$ cat src/hdl/imr_pkg.sv
// ----------------------------------------------------------------------------
// imr_pkg
// Shared sizes for the interrupt moderation scanner: context count, index
// widths and stream word layouts.
// ----------------------------------------------------------------------------
package imr_pkg;

    // Number of moderated contexts
    localparam int NUM_CONTEXTS = 32;

    // Context index width inside the block
    localparam int CTX_W = (NUM_CONTEXTS > 1) ? $clog2(NUM_CONTEXTS) : 1;

    // Width of the context number carried on the stream ports
    localparam int REQ_W = 5;

    // Timestamp and interval width
    localparam int TS_W = 64;

    // Index width that holds both the stream context number and the count
    localparam int IDX_W = ((CTX_W > REQ_W) ? CTX_W : REQ_W) + 1;

    // Input word: context_req [4:0], timestamp [68:5], zero fill to bytes
    localparam int S_TDATA_BITS = REQ_W + TS_W;
    localparam int S_TDATA_W    = ((S_TDATA_BITS + 7) / 8) * 8;

    // Output word: interrupt [0], served_context [5:1], zero fill to bytes
    localparam int M_TDATA_BITS = 1 + REQ_W;
    localparam int M_TDATA_W    = ((M_TDATA_BITS + 7) / 8) * 8;

    // Action codes carried in s_tuser
    localparam logic ACT_MARK = 1'b0;
    localparam logic ACT_POLL = 1'b1;

endpackage

$ cat src/hdl/interrupt_moderation_scanner.sv
// ----------------------------------------------------------------------------
// interrupt_moderation_scanner
// Per-context interrupt moderation with a minimum interval between two
// interrupts of one context, served by a round-robin poll pointer.
// ----------------------------------------------------------------------------
// Usage:
//   s_ channel: one word per item. s_tuser is the action (0 mark, 1 poll),
//   s_tdata carries context_req and the poll timestamp.
//   m_ channel: exactly one word per input word, in order, with the
//   interrupt flag and the served context.
//   cfg channel: writes min_interval; cfg_ready is always high. Write it
//   only while no item is in flight.
//   Result path: the edge that takes an input word does the last-notify
//   RAM read into the read stage; the update and the output register
//   follow when the read stage advances into a free output slot.
//   Throughput: one word per cycle while m_tready stays high; the RAM
//   read-modify-write of the last-notify times sets it, with forwarding
//   of a write to the entry being read in the same cycle.
//   Reset: activity flags, written marks, scan pointer and min_interval
//   clear at once; the RAM needs no clearing pass, since an entry never
//   written reads as zero through its written mark.
//   Stall: while m_tready is low the result holds and one more item can
//   still be taken into the read stage; then s_tready drops.
// ----------------------------------------------------------------------------
module interrupt_moderation_scanner (
    input  logic                           aclk,
    input  logic                           aresetn,
    // Input stream
    input  logic                           s_tvalid,
    output logic                           s_tready,
    input  logic [imr_pkg::S_TDATA_W-1:0]  s_tdata,   // [4:0] context_req, [68:5] timestamp
    input  logic                           s_tuser,   // [0] action
    // Result stream
    output logic                           m_tvalid,
    input  logic                           m_tready,
    output logic [imr_pkg::M_TDATA_W-1:0]  m_tdata,   // [0] interrupt, [5:1] served_context
    // Configuration write
    input  logic                           cfg_valid,
    output logic                           cfg_ready,
    input  logic [imr_pkg::TS_W-1:0]       cfg_data   // min_interval
);

    import imr_pkg::*;

    // Configuration
    logic [TS_W-1:0]         min_interval_reg;

    // Context state in flip-flops
    logic [NUM_CONTEXTS-1:0] flags_reg, flags_next;
    logic [NUM_CONTEXTS-1:0] written_reg, written_next;
    logic [CTX_W-1:0]        ptr_reg, ptr_next;

    // Read stage
    logic                    st_valid_reg;
    logic                    st_action_reg;
    logic [REQ_W-1:0]        st_req_reg;
    logic [TS_W-1:0]         st_ts_reg;
    logic [CTX_W-1:0]        st_idx_reg;
    logic                    st_written_reg;
    logic                    st_bypass_reg;
    logic [TS_W-1:0]         st_bypass_data_reg;

    // Output register
    logic                    out_valid_reg;
    logic                    out_irq_reg;
    logic [REQ_W-1:0]        out_ctx_reg;

    // Handshake and datapath
    logic                    s_accept;
    logic                    advance;
    logic [REQ_W-1:0]        in_req;
    logic [TS_W-1:0]         in_ts;
    logic [IDX_W-1:0]        ptr_inc;
    logic [IDX_W-1:0]        req_ext;
    logic                    req_in_range;
    logic [TS_W-1:0]         ram_rd_data;
    logic [TS_W-1:0]         last_time;
    logic [TS_W-1:0]         elapsed;
    logic                    flag_hit;
    logic                    fire;
    logic                    ram_wr_en;
    logic                    bypass_now;
    logic                    res_irq;
    logic [REQ_W-1:0]        res_ctx;

    // Unpack the input word
    assign in_req = s_tdata[REQ_W-1:0];
    assign in_ts  = s_tdata[REQ_W +: TS_W];

    // Stage moves on when the output slot is free or being drained
    assign advance  = st_valid_reg && (!out_valid_reg || m_tready);
    assign s_tready = !st_valid_reg || advance;
    assign s_accept = s_tvalid && s_tready;

    assign cfg_ready = 1'b1;

    // Last notify time store
    imr_ram #(
        .WIDTH (TS_W),
        .DEPTH (NUM_CONTEXTS)
    ) u_last_time (
        .clk     (aclk),
        .wr_en   (ram_wr_en),
        .wr_addr (st_idx_reg),
        .wr_data (st_ts_reg),
        .rd_en   (s_accept),
        .rd_addr (ptr_reg),
        .rd_data (ram_rd_data)
    );

    // Pick the stored time: forwarded write, RAM data, or zero if never written
    always_comb begin
        if (st_bypass_reg) begin
            last_time = st_bypass_data_reg;
        end else if (st_written_reg) begin
            last_time = ram_rd_data;
        end else begin
            last_time = '0;
        end
    end

    // Poll decision
    assign elapsed   = st_ts_reg - last_time;
    assign flag_hit  = flags_reg[st_idx_reg];
    assign fire      = flag_hit && (elapsed >= min_interval_reg);
    assign ram_wr_en = advance && (st_action_reg == ACT_POLL) && fire;

    // Forward a write that lands on the entry read in the same cycle
    assign bypass_now = ram_wr_en && (st_idx_reg == ptr_reg);

    // Mark range check
    assign req_ext      = IDX_W'(st_req_reg);
    assign req_in_range = req_ext < IDX_W'(NUM_CONTEXTS);

    function automatic logic [REQ_W-1:0] req_from_idx(input logic [CTX_W-1:0] idx);
        logic [IDX_W-1:0] wide;
        wide = IDX_W'(idx);
        return wide[REQ_W-1:0];
    endfunction

    // Result fields
    always_comb begin
        if (st_action_reg == ACT_POLL) begin
            res_irq = fire;
            res_ctx = req_from_idx(st_idx_reg);
        end else begin
            res_irq = 1'b0;
            res_ctx = st_req_reg;
        end
    end

    // Next flag, written-mark and pointer state
    always_comb begin
        flags_next   = flags_reg;
        written_next = written_reg;
        ptr_next     = ptr_reg;
        ptr_inc      = IDX_W'(ptr_reg) + IDX_W'(1);
        if (advance) begin
            if (st_action_reg == ACT_MARK) begin
                if (req_in_range) begin
                    flags_next[req_ext[CTX_W-1:0]] = 1'b1;
                end
            end else begin
                flags_next[st_idx_reg] = 1'b0;
            end
        end
        if (ram_wr_en) begin
            written_next[st_idx_reg] = 1'b1;
        end
        if (s_accept && (s_tuser == ACT_POLL)) begin
            if (ptr_inc >= IDX_W'(NUM_CONTEXTS)) begin
                ptr_next = '0;
            end else begin
                ptr_next = ptr_inc[CTX_W-1:0];
            end
        end
    end

    // Control state
    always_ff @(posedge aclk) begin
        if (!aresetn) begin
            min_interval_reg <= '0;
            flags_reg        <= '0;
            written_reg      <= '0;
            ptr_reg          <= '0;
            st_valid_reg     <= 1'b0;
            out_valid_reg    <= 1'b0;
        end else begin
            if (cfg_valid && cfg_ready) begin
                min_interval_reg <= cfg_data;
            end
            flags_reg   <= flags_next;
            written_reg <= written_next;
            ptr_reg     <= ptr_next;
            if (s_accept) begin
                st_valid_reg <= 1'b1;
            end else if (advance) begin
                st_valid_reg <= 1'b0;
            end
            if (advance) begin
                out_valid_reg <= 1'b1;
            end else if (m_tready) begin
                out_valid_reg <= 1'b0;
            end
        end
    end

    // Read stage payload: capture the item and forwarding info
    always_ff @(posedge aclk) begin
        if (s_accept) begin
            st_action_reg      <= s_tuser;
            st_req_reg         <= in_req;
            st_ts_reg          <= in_ts;
            st_idx_reg         <= ptr_reg;
            st_written_reg     <= written_reg[ptr_reg] || bypass_now;
            st_bypass_reg      <= bypass_now;
            st_bypass_data_reg <= st_ts_reg;
        end
    end

    // Output payload
    always_ff @(posedge aclk) begin
        if (advance) begin
            out_irq_reg <= res_irq;
            out_ctx_reg <= res_ctx;
        end
    end

    assign m_tvalid = out_valid_reg;
    assign m_tdata  = M_TDATA_W'({out_ctx_reg, out_irq_reg});

endmodule

$ cat src/hdl/imr_ram.sv
// ----------------------------------------------------------------------------
// imr_ram
// Generic single write port, single read port RAM with registered read data.
// ----------------------------------------------------------------------------
module imr_ram #(
    parameter int WIDTH = 64,
    parameter int DEPTH = 32
) (
    input  logic                                   clk,
    input  logic                                   wr_en,
    input  logic [((DEPTH > 1) ? $clog2(DEPTH) : 1)-1:0] wr_addr,
    input  logic [WIDTH-1:0]                       wr_data,
    input  logic                                   rd_en,
    input  logic [((DEPTH > 1) ? $clog2(DEPTH) : 1)-1:0] rd_addr,
    output logic [WIDTH-1:0]                       rd_data
);

    logic [WIDTH-1:0] mem [DEPTH];
    logic [WIDTH-1:0] rd_data_reg;

    // Write port
    always_ff @(posedge clk) begin
        if (wr_en) begin
            mem[wr_addr] <= wr_data;
        end
    end

    // Registered read port, holds when not enabled
    always_ff @(posedge clk) begin
        if (rd_en) begin
            rd_data_reg <= mem[rd_addr];
        end
    end

    assign rd_data = rd_data_reg;

endmodule

$ cat config.mk
export PLATFORM = sky130hd
export DESIGN_NAME = interrupt_moderation_scanner
export DESIGN_NICKNAME = d
export VERILOG_FILES = /design/src/hdl/imr_pkg.sv /design/src/hdl/interrupt_moderation_scanner.sv /design/src/hdl/imr_ram.sv
export SDC_FILE = /design/constraint.sdc
export NUM_CORES = 2
export LEC_CHECK = 0
export ABC_AREA = 1
export BUFFER_PORTS_ARGS = -buffer_cell sky130_fd_sc_hd__buf_4
export CORE_MARGIN = 4
export CORE_UTILIZATION = 30
export CTS_CLUSTER_DIAMETER = 80
export DETAILED_ROUTE_END_ITERATION = 10
export GPL_ROUTABILITY_DRIVEN = 1
export PLACE_DENSITY = 0.43
export SYNTH_ARGS = -nofsm -noshare
export SYNTH_HDL_FRONTEND = slang
export SYNTH_HIERARCHICAL = 1
export SYNTH_SLANG_ARGS = --single-unit
$ cat constraint.sdc
create_clock -name aclk -period 8.8 [get_ports aclk]
set_clock_uncertainty 0.1 [all_clocks]
set_input_delay 0.88 -clock aclk [delete_from_list [all_inputs] [get_ports aclk]]
set_output_delay 0.88 -clock aclk [all_outputs]
set_load 0.005 [all_outputs]
### Word-level counts from Yosys, hierarchy flattened

Memories as Yosys holds them, arrays and structs flattened. A register that Yosys moved wholly into a read port is not among the register bits.
Cells that the tools add are included.

| cells by class | value |
|---|---|
| bitwise logic cells | 4 |
| order comparisons | 8 |
| mux-type cells | 20 |
| $add $sub $neg | 2 |
| equal/unequal tests | 1 |
| reduce and logical (&&, ||, !) cells | 18 |

Operators by type and width:

| cell | number |
|---|---|
| $mux 64 | 2 |
| $ge 64x64->1 | 1 |
| $mux 32 | 2 |
| $or 32x32->32 | 2 |
| $sub 64x64->64 | 1 |
| $and 32x32->32 | 1 |
| $not 32->32 | 1 |
| $lt 5x6->1 const B | 4 |
| $bmux 1 s5 | 2 |
| $demux 1 s5 | 2 |
| $ge 5x1->1 const B | 2 |
| $mux 1 | 10 |
| $mux 5 | 2 |
| $logic_and 1x1->1 | 9 |
| $add 5x1->6 const B | 1 |
| $ge 6x6->1 const B | 1 |
| $reduce_bool 2->1 | 3 |
| $eq 5x5->1 | 1 |
| $logic_or 1x1->1 | 3 |
| $logic_not 1->1 | 2 |
| $reduce_and 2->1 | 1 |

| storage, ports and cells | value |
|---|---|
| output and inout port bits | 11 |
| bits of input ports | 142 |
| memory bits (writable) | 2048 |
| logic and storage cells | 69 |
| memories kept | 1 |
| bits in registers | 282 |

Memory list:

| memory | words | bits a word | rd ports | clocked after memory_dff | wr ports | RTL line | RTL |
|---|---|---|---|---|---|---|---|
| u_last_time.mem | 32 | 64 | 1 | 1 | 1 | imr_ram.sv:18 | `logic [WIDTH-1:0] mem [DEPTH];` |

### Depth between registers and ports, before layout

| logic depth | value |
|---|---|
| depth in word-level cells | 8 |
| gate-level depth with buffers | 34 |
| depth with buffers taken out | 33 |

### Hierarchy

The synthesis kept the hierarchy.

By module, submodules not included:

| module | instances | cells each | seq. area each (um2) | area an instance (um2) |
|---|---|---|---|---|
| imr_ram | 1 | 6768 | 63420.8 | 83631.5 |
| interrupt_moderation_scanner | 1 | 2154 | 7116.8 | 17165.2 |

### Worst setup path after synthesis

Ideal clock, no wire load.

| timing | value |
|---|---|
| kind | register to register |
| start | reg st_bypass_reg |
| end | mem u_last_time.mem[31][0] (enable) |
| path slack | 1.596 ns |
| setup time | 0.487 ns |
| buffers on the path | 2 |
| data required time | 8.213 ns |
| stages on the path, launching flop included | 28 |
| period minus slack after synthesis | 7.204 ns |
| arrival time | 6.617 ns |
| cells stage by stage | edfxtp_1 > clkbuf_1 > clkbuf_1 > a22oi_1 > ha_1 > a21oi_1 > inv_1 > nor2_1 > o21ai_1 > nand2_1 > nand2_1 > nor2_2 > nand3b_1 > nand3_1 > nand2_1 > nand2_1 > ha_1 > nand2_1 > nor2_1 > nand4_1 > nor2_1 > and3b_1 > nand2_1 > nand2_2 > nand2_1 > nor2_2 > nand3_1 > nor2_1 |

| on the way | value |
|---|---|
| longest elaborated chain between the ends | 7 |

RTL lines:

| element | RTL line | RTL |
|---|---|---|
| start, declared | interrupt_moderation_scanner.sv:60 | `logic st_bypass_reg;` |
| start signal, assigned | interrupt_moderation_scanner.sv:216 | `st_bypass_reg <= bypass_now;` |
| $mux 64 | interrupt_moderation_scanner.sv:113 | `if (st_bypass_reg) begin` |
| $sub 64x64->64 | interrupt_moderation_scanner.sv:123 | `assign elapsed = st_ts_reg - last_time;` |
| $ge 64x64->1 | interrupt_moderation_scanner.sv:125 | `assign fire = flag_hit && (elapsed >= min_interval_reg);` |
| $logic_and 1x1->1 | interrupt_moderation_scanner.sv:125 |  |
| $logic_and 1x1->1 | interrupt_moderation_scanner.sv:126 | `assign ram_wr_en = advance && (st_action_reg == ACT_POLL) && fire;` |
| named net ram_wr_en | interrupt_moderation_scanner.sv:81 | `logic ram_wr_en;` |
| $mux 1 | imr_ram.sv:23 | `if (wr_en) begin` |
| $mux 1 (implied by the code) | imr_ram.sv:24 | `mem[wr_addr] <= wr_data;` |
| end, declared | imr_ram.sv:18 |  |

The timed path passes the listed nets, and every way through them passes these cells.

### Worst setup path after layout

| timing | value |
|---|---|
| start | reg st_bypass_reg |
| end | mem u_last_time.mem[13][30] (enable) |

Same word-level chain as after synthesis.

==> results.yml <==
grt:
  grt_first_pass_wirelength_um: 496000
  busiest_layer: "met2"
  grtUsageTotal_pct: 19.5
  grt_antenna_before_repair: 10
  grt.met2_usage_pct: 31.0
  use_met1_pct: 28.3
  grt_overflow_total: 0
  met3_usage_pct: 2.56
  grt_pass1_vias: 66622
  grt_max_degree: 173
critical_path:
  worstPathMaxFanout: 16
  r2r_cells: 30
  cp.arrival_ns: 8.19
  slowest_delay_ns: 0.80
  worst_path_most_repeated_cell: "nand2_1"
  cp.required_ns: 9.23
  slowest_stage: "nor2_4"
  crit_family: "simple AND/OR/NAND/NOR gates"
  crit_start: "st_bypass_reg$_DFFE_PP_"
  crit_type: "reg2reg"
  r2r_start: "st_bypass_reg$_DFFE_PP_"
  crit_buf_inv: 7
  crit_cells: 30
  reg2reg_slack_ns: 1.04
  worstSetupStartpointType: "flip-flop"
  worstSetupEndpointType: "flip-flop"
  reg2reg_to: "u_last_time/mem[13][30]$_DFFE_PP_"
power_and_ir_drop:
  power_frac_seq_pct: 48.6
  p_comb_share_pct: 8.7
  p_sw_share_pct: 24.6
  intPower_uw: 19600
  clockPowerShare_pct: 42.7
  p_leak_uw: 0.0413
  ir_worst_vdd_mv: 0.132
  powerDensity_nw_per_um2: 223
  p_sw_uw: 6400
clocking:
  postCtsSetupRepairBufs: 0
  clk_latency_ns: 0.91
  postCtsHoldBufs: 31
  cts.sinks: 2394
  htreeDepth: 5
  clk_path_buf_depth: 4
  clockRootBuffer: "clkbuf_16"
  cts_tree: "done"
  cts_made_buffers: 283
  clkTransAtPathRegs_ns: 0.06
  cts_resized: 0
timing:
  min_period_over_period_pct: 88.2
  rsz0062_at_grt: "false"
  setup_viol: 0
  setup_tns_ns: 0
  drv_slew: 0
  min_period_ns: 7.76
  fmax_mhz: 129
  worst_pin_slew_ns: 1.45
  hold_viol: 0
  max-slew-margin-rel_pct: 3.50
routing:
  drcViolationCount: 0
  vias: 68859
  drt-total-wl_um: 348000
  drtAntennaViolNets: 0
  drt_iter0_markers: 5889
  vias_per_cell: 5.03
  first_pass_iters: 6
  wl_per_cell_um: 25.4
finish:
  drive_gt1_share_pct: 8.73
  multiInputGateArea_um2: 26800
  fin_nets: 9366
  nFillCells: 32879
  utilization_pct: 34.9
  regMostFlops: "u_last_time/mem"
  synthToLayoutAreaGrowth_pct: 15.6
  register_area_um2: 70600
  largest_reg_flops: 2048
worst_hold_path:
  hold_start: "s_tdata[0]"
  hold_depth: 1
  hold_end: "st_req_reg[0]$_DFFE_PP_"
  min_path_type: "in2reg"
floorplanning:
  die_h_um: 588
  die-width_um: 588
  row_count: 212
  ios: 153
  core_area_um2: 334000
  dieArea_um2: 345000
  start_util_pct: 30.2
synthesis:
  syn_inst: 8922
  synth_ff_type: "edfxtp_1"
  ys_types: 53
  seq_area_frac_synth_pct: 70.0
  synth-edff-count: 2259
  netlist_area_um2: 101000
  yosys_register_bits: 2394
  async_reset_ff_share_pct: 0
  postSynthAreaPerCell_um2: 11.3
  yosysWarningCount: 6
outcome:
  status: "completed"
placement:
  place.port_buffers: 146
  gp_congestion: 0.924
  dp_hpwl_um: 198000
run:
  drv_cap: 0
how the worst max path moves through the flow:
| stage | slack [ns] | end |
|---|---|---|
| after global placement | 1.05 | u_last_time/mem[13][26]$_DFFE_PP_ |
| after floorplan | 1.60 | u_last_time/mem[31][0]$_DFFE_PP_ |
| after detailed placement | 1.13 | u_last_time/mem[14][2]$_DFFE_PP_ |
| after CTS | 1.07 | u_last_time/mem[13][30]$_DFFE_PP_ |
| after global routing | 0.68 | u_last_time/mem[13][30]$_DFFE_PP_ |
| final | 1.04 | u_last_time/mem[13][30]$_DFFE_PP_ |
routing by layer:
metal | up-vias | share of wire [%]
met5 | - | 0
met4 | 0 | 2.3
met3 | 414 | 5.1
met2 | 1937 | 46
met1 | 34700 | 47
li1 | 31808 | -
power groups by stage:
stage	Clock [uW]	Sequential, uW	Combinational, uW
after floorplan	0	12900	1360
after global placement	0	12900	2260
after detailed placement	0	12900	2260
after CTS	11400	12700	2280
after global routing	11900	12700	2520
final	11100	12700	2270
synthesized netlist by cell type (34+ instances only):
cell / n / area (um^2)
nand2_1: 2700 / 10100
edfxtp_1: 2259 / 67800
nand3_1: 1855 / 9280
inv_1: 329 / 1230
buf_2: 278 / 1390
a21oi_1: 260 / 1300
nor2_1: 237 / 890
o21ai_0: 152 / 761
dfxtp_1: 135 / 2700
clkbuf_1: 129 / 484
ha_1: 128 / 1600
a22oi_1: 78 / 586
buf_1: 51 / 191
nand4_1: 51 / 319
xor2_1: 38 / 333
a211oi_1: 34 / 255
kinds of logic (layout without fill, tap and decap cells):
group,count (synthesis),after routing,share of synthesized area [%]
adder cells (fa/ha/maj),129,129,1.61
AO/OA/AOI/OAI,593,593,3.40
buffers and inverters,844,1230,3.70
XOR/XNOR,46,46,0.400
AND/OR/NAND/NOR,4914,4914,20.9
flip-flops,2394,2394,70.0
other,2,10,0.00745
layout make-up:
| type | instances | share of cell area [%] |
|---|---|---|
| timing repair buffer | 389 | 3.15 |
| sequential | 2394 | 60.6 |
| inverter | 342 | 1.14 |
| tap | 4387 | 4.71 |
| clock buffer | 384 | 6.73 |
| multi-input combinational | 5685 | 23.0 |
| antenna | 7 | 0.0150 |
| clock inverter | 115 | 0.702 |
worst reg2reg max path: cells and delay by family, from the launching register on:
family / cells / cell delay (ns)
AND/OR/NAND/NOR: 16 / 2.97
buffers and inverters: 7 / 1.76
AO/OA/AOI/OAI: 5 / 1.33
adder cells (fa/ha/maj): 2 / 0.83
flip-flops: 1 / 0.40
layout by cell type (no fill, tap or decap), drive strengths merged, types with 3 or more instances in the layout:
cell	count
nand3	1856
nor3	35
bufinv	7
diode	7
conb	3
nor2	248
o21a	5
nor4	4
edfxtp	2259
clkinvlp	6
clkinv	93
nand4	51
o21bai	18
ha	128
xor2	38
nand2	2711
clkbuf	384
a22oi	78
dlygate4sd3	31
nand3b	4
a21o	13
inv	351
a21boi	4
dfxtp	135
a31oi	12
buf	358
a211oi	34
a21oi	264
xnor2	8
o21ai	158
through the flow:
step	std cells	hold slack (ns)	worst slack, ns	power [uW]	area [um^2]
4_1_cts	13696	0.000642	1.07	26400	116000
6_report	13703	0.0818	1.04	26000	117000
3_3_place_gp	13166	0.338	1.05	15200	108000
5_1_grt	13699	0.0203	0.682	27100	117000
2_1_floorplan	8923	0.326	1.60	14300	101000
3_5_place_dp	13166	0.337	1.13	15200	108000
Power figures use the tool's default switching activity.
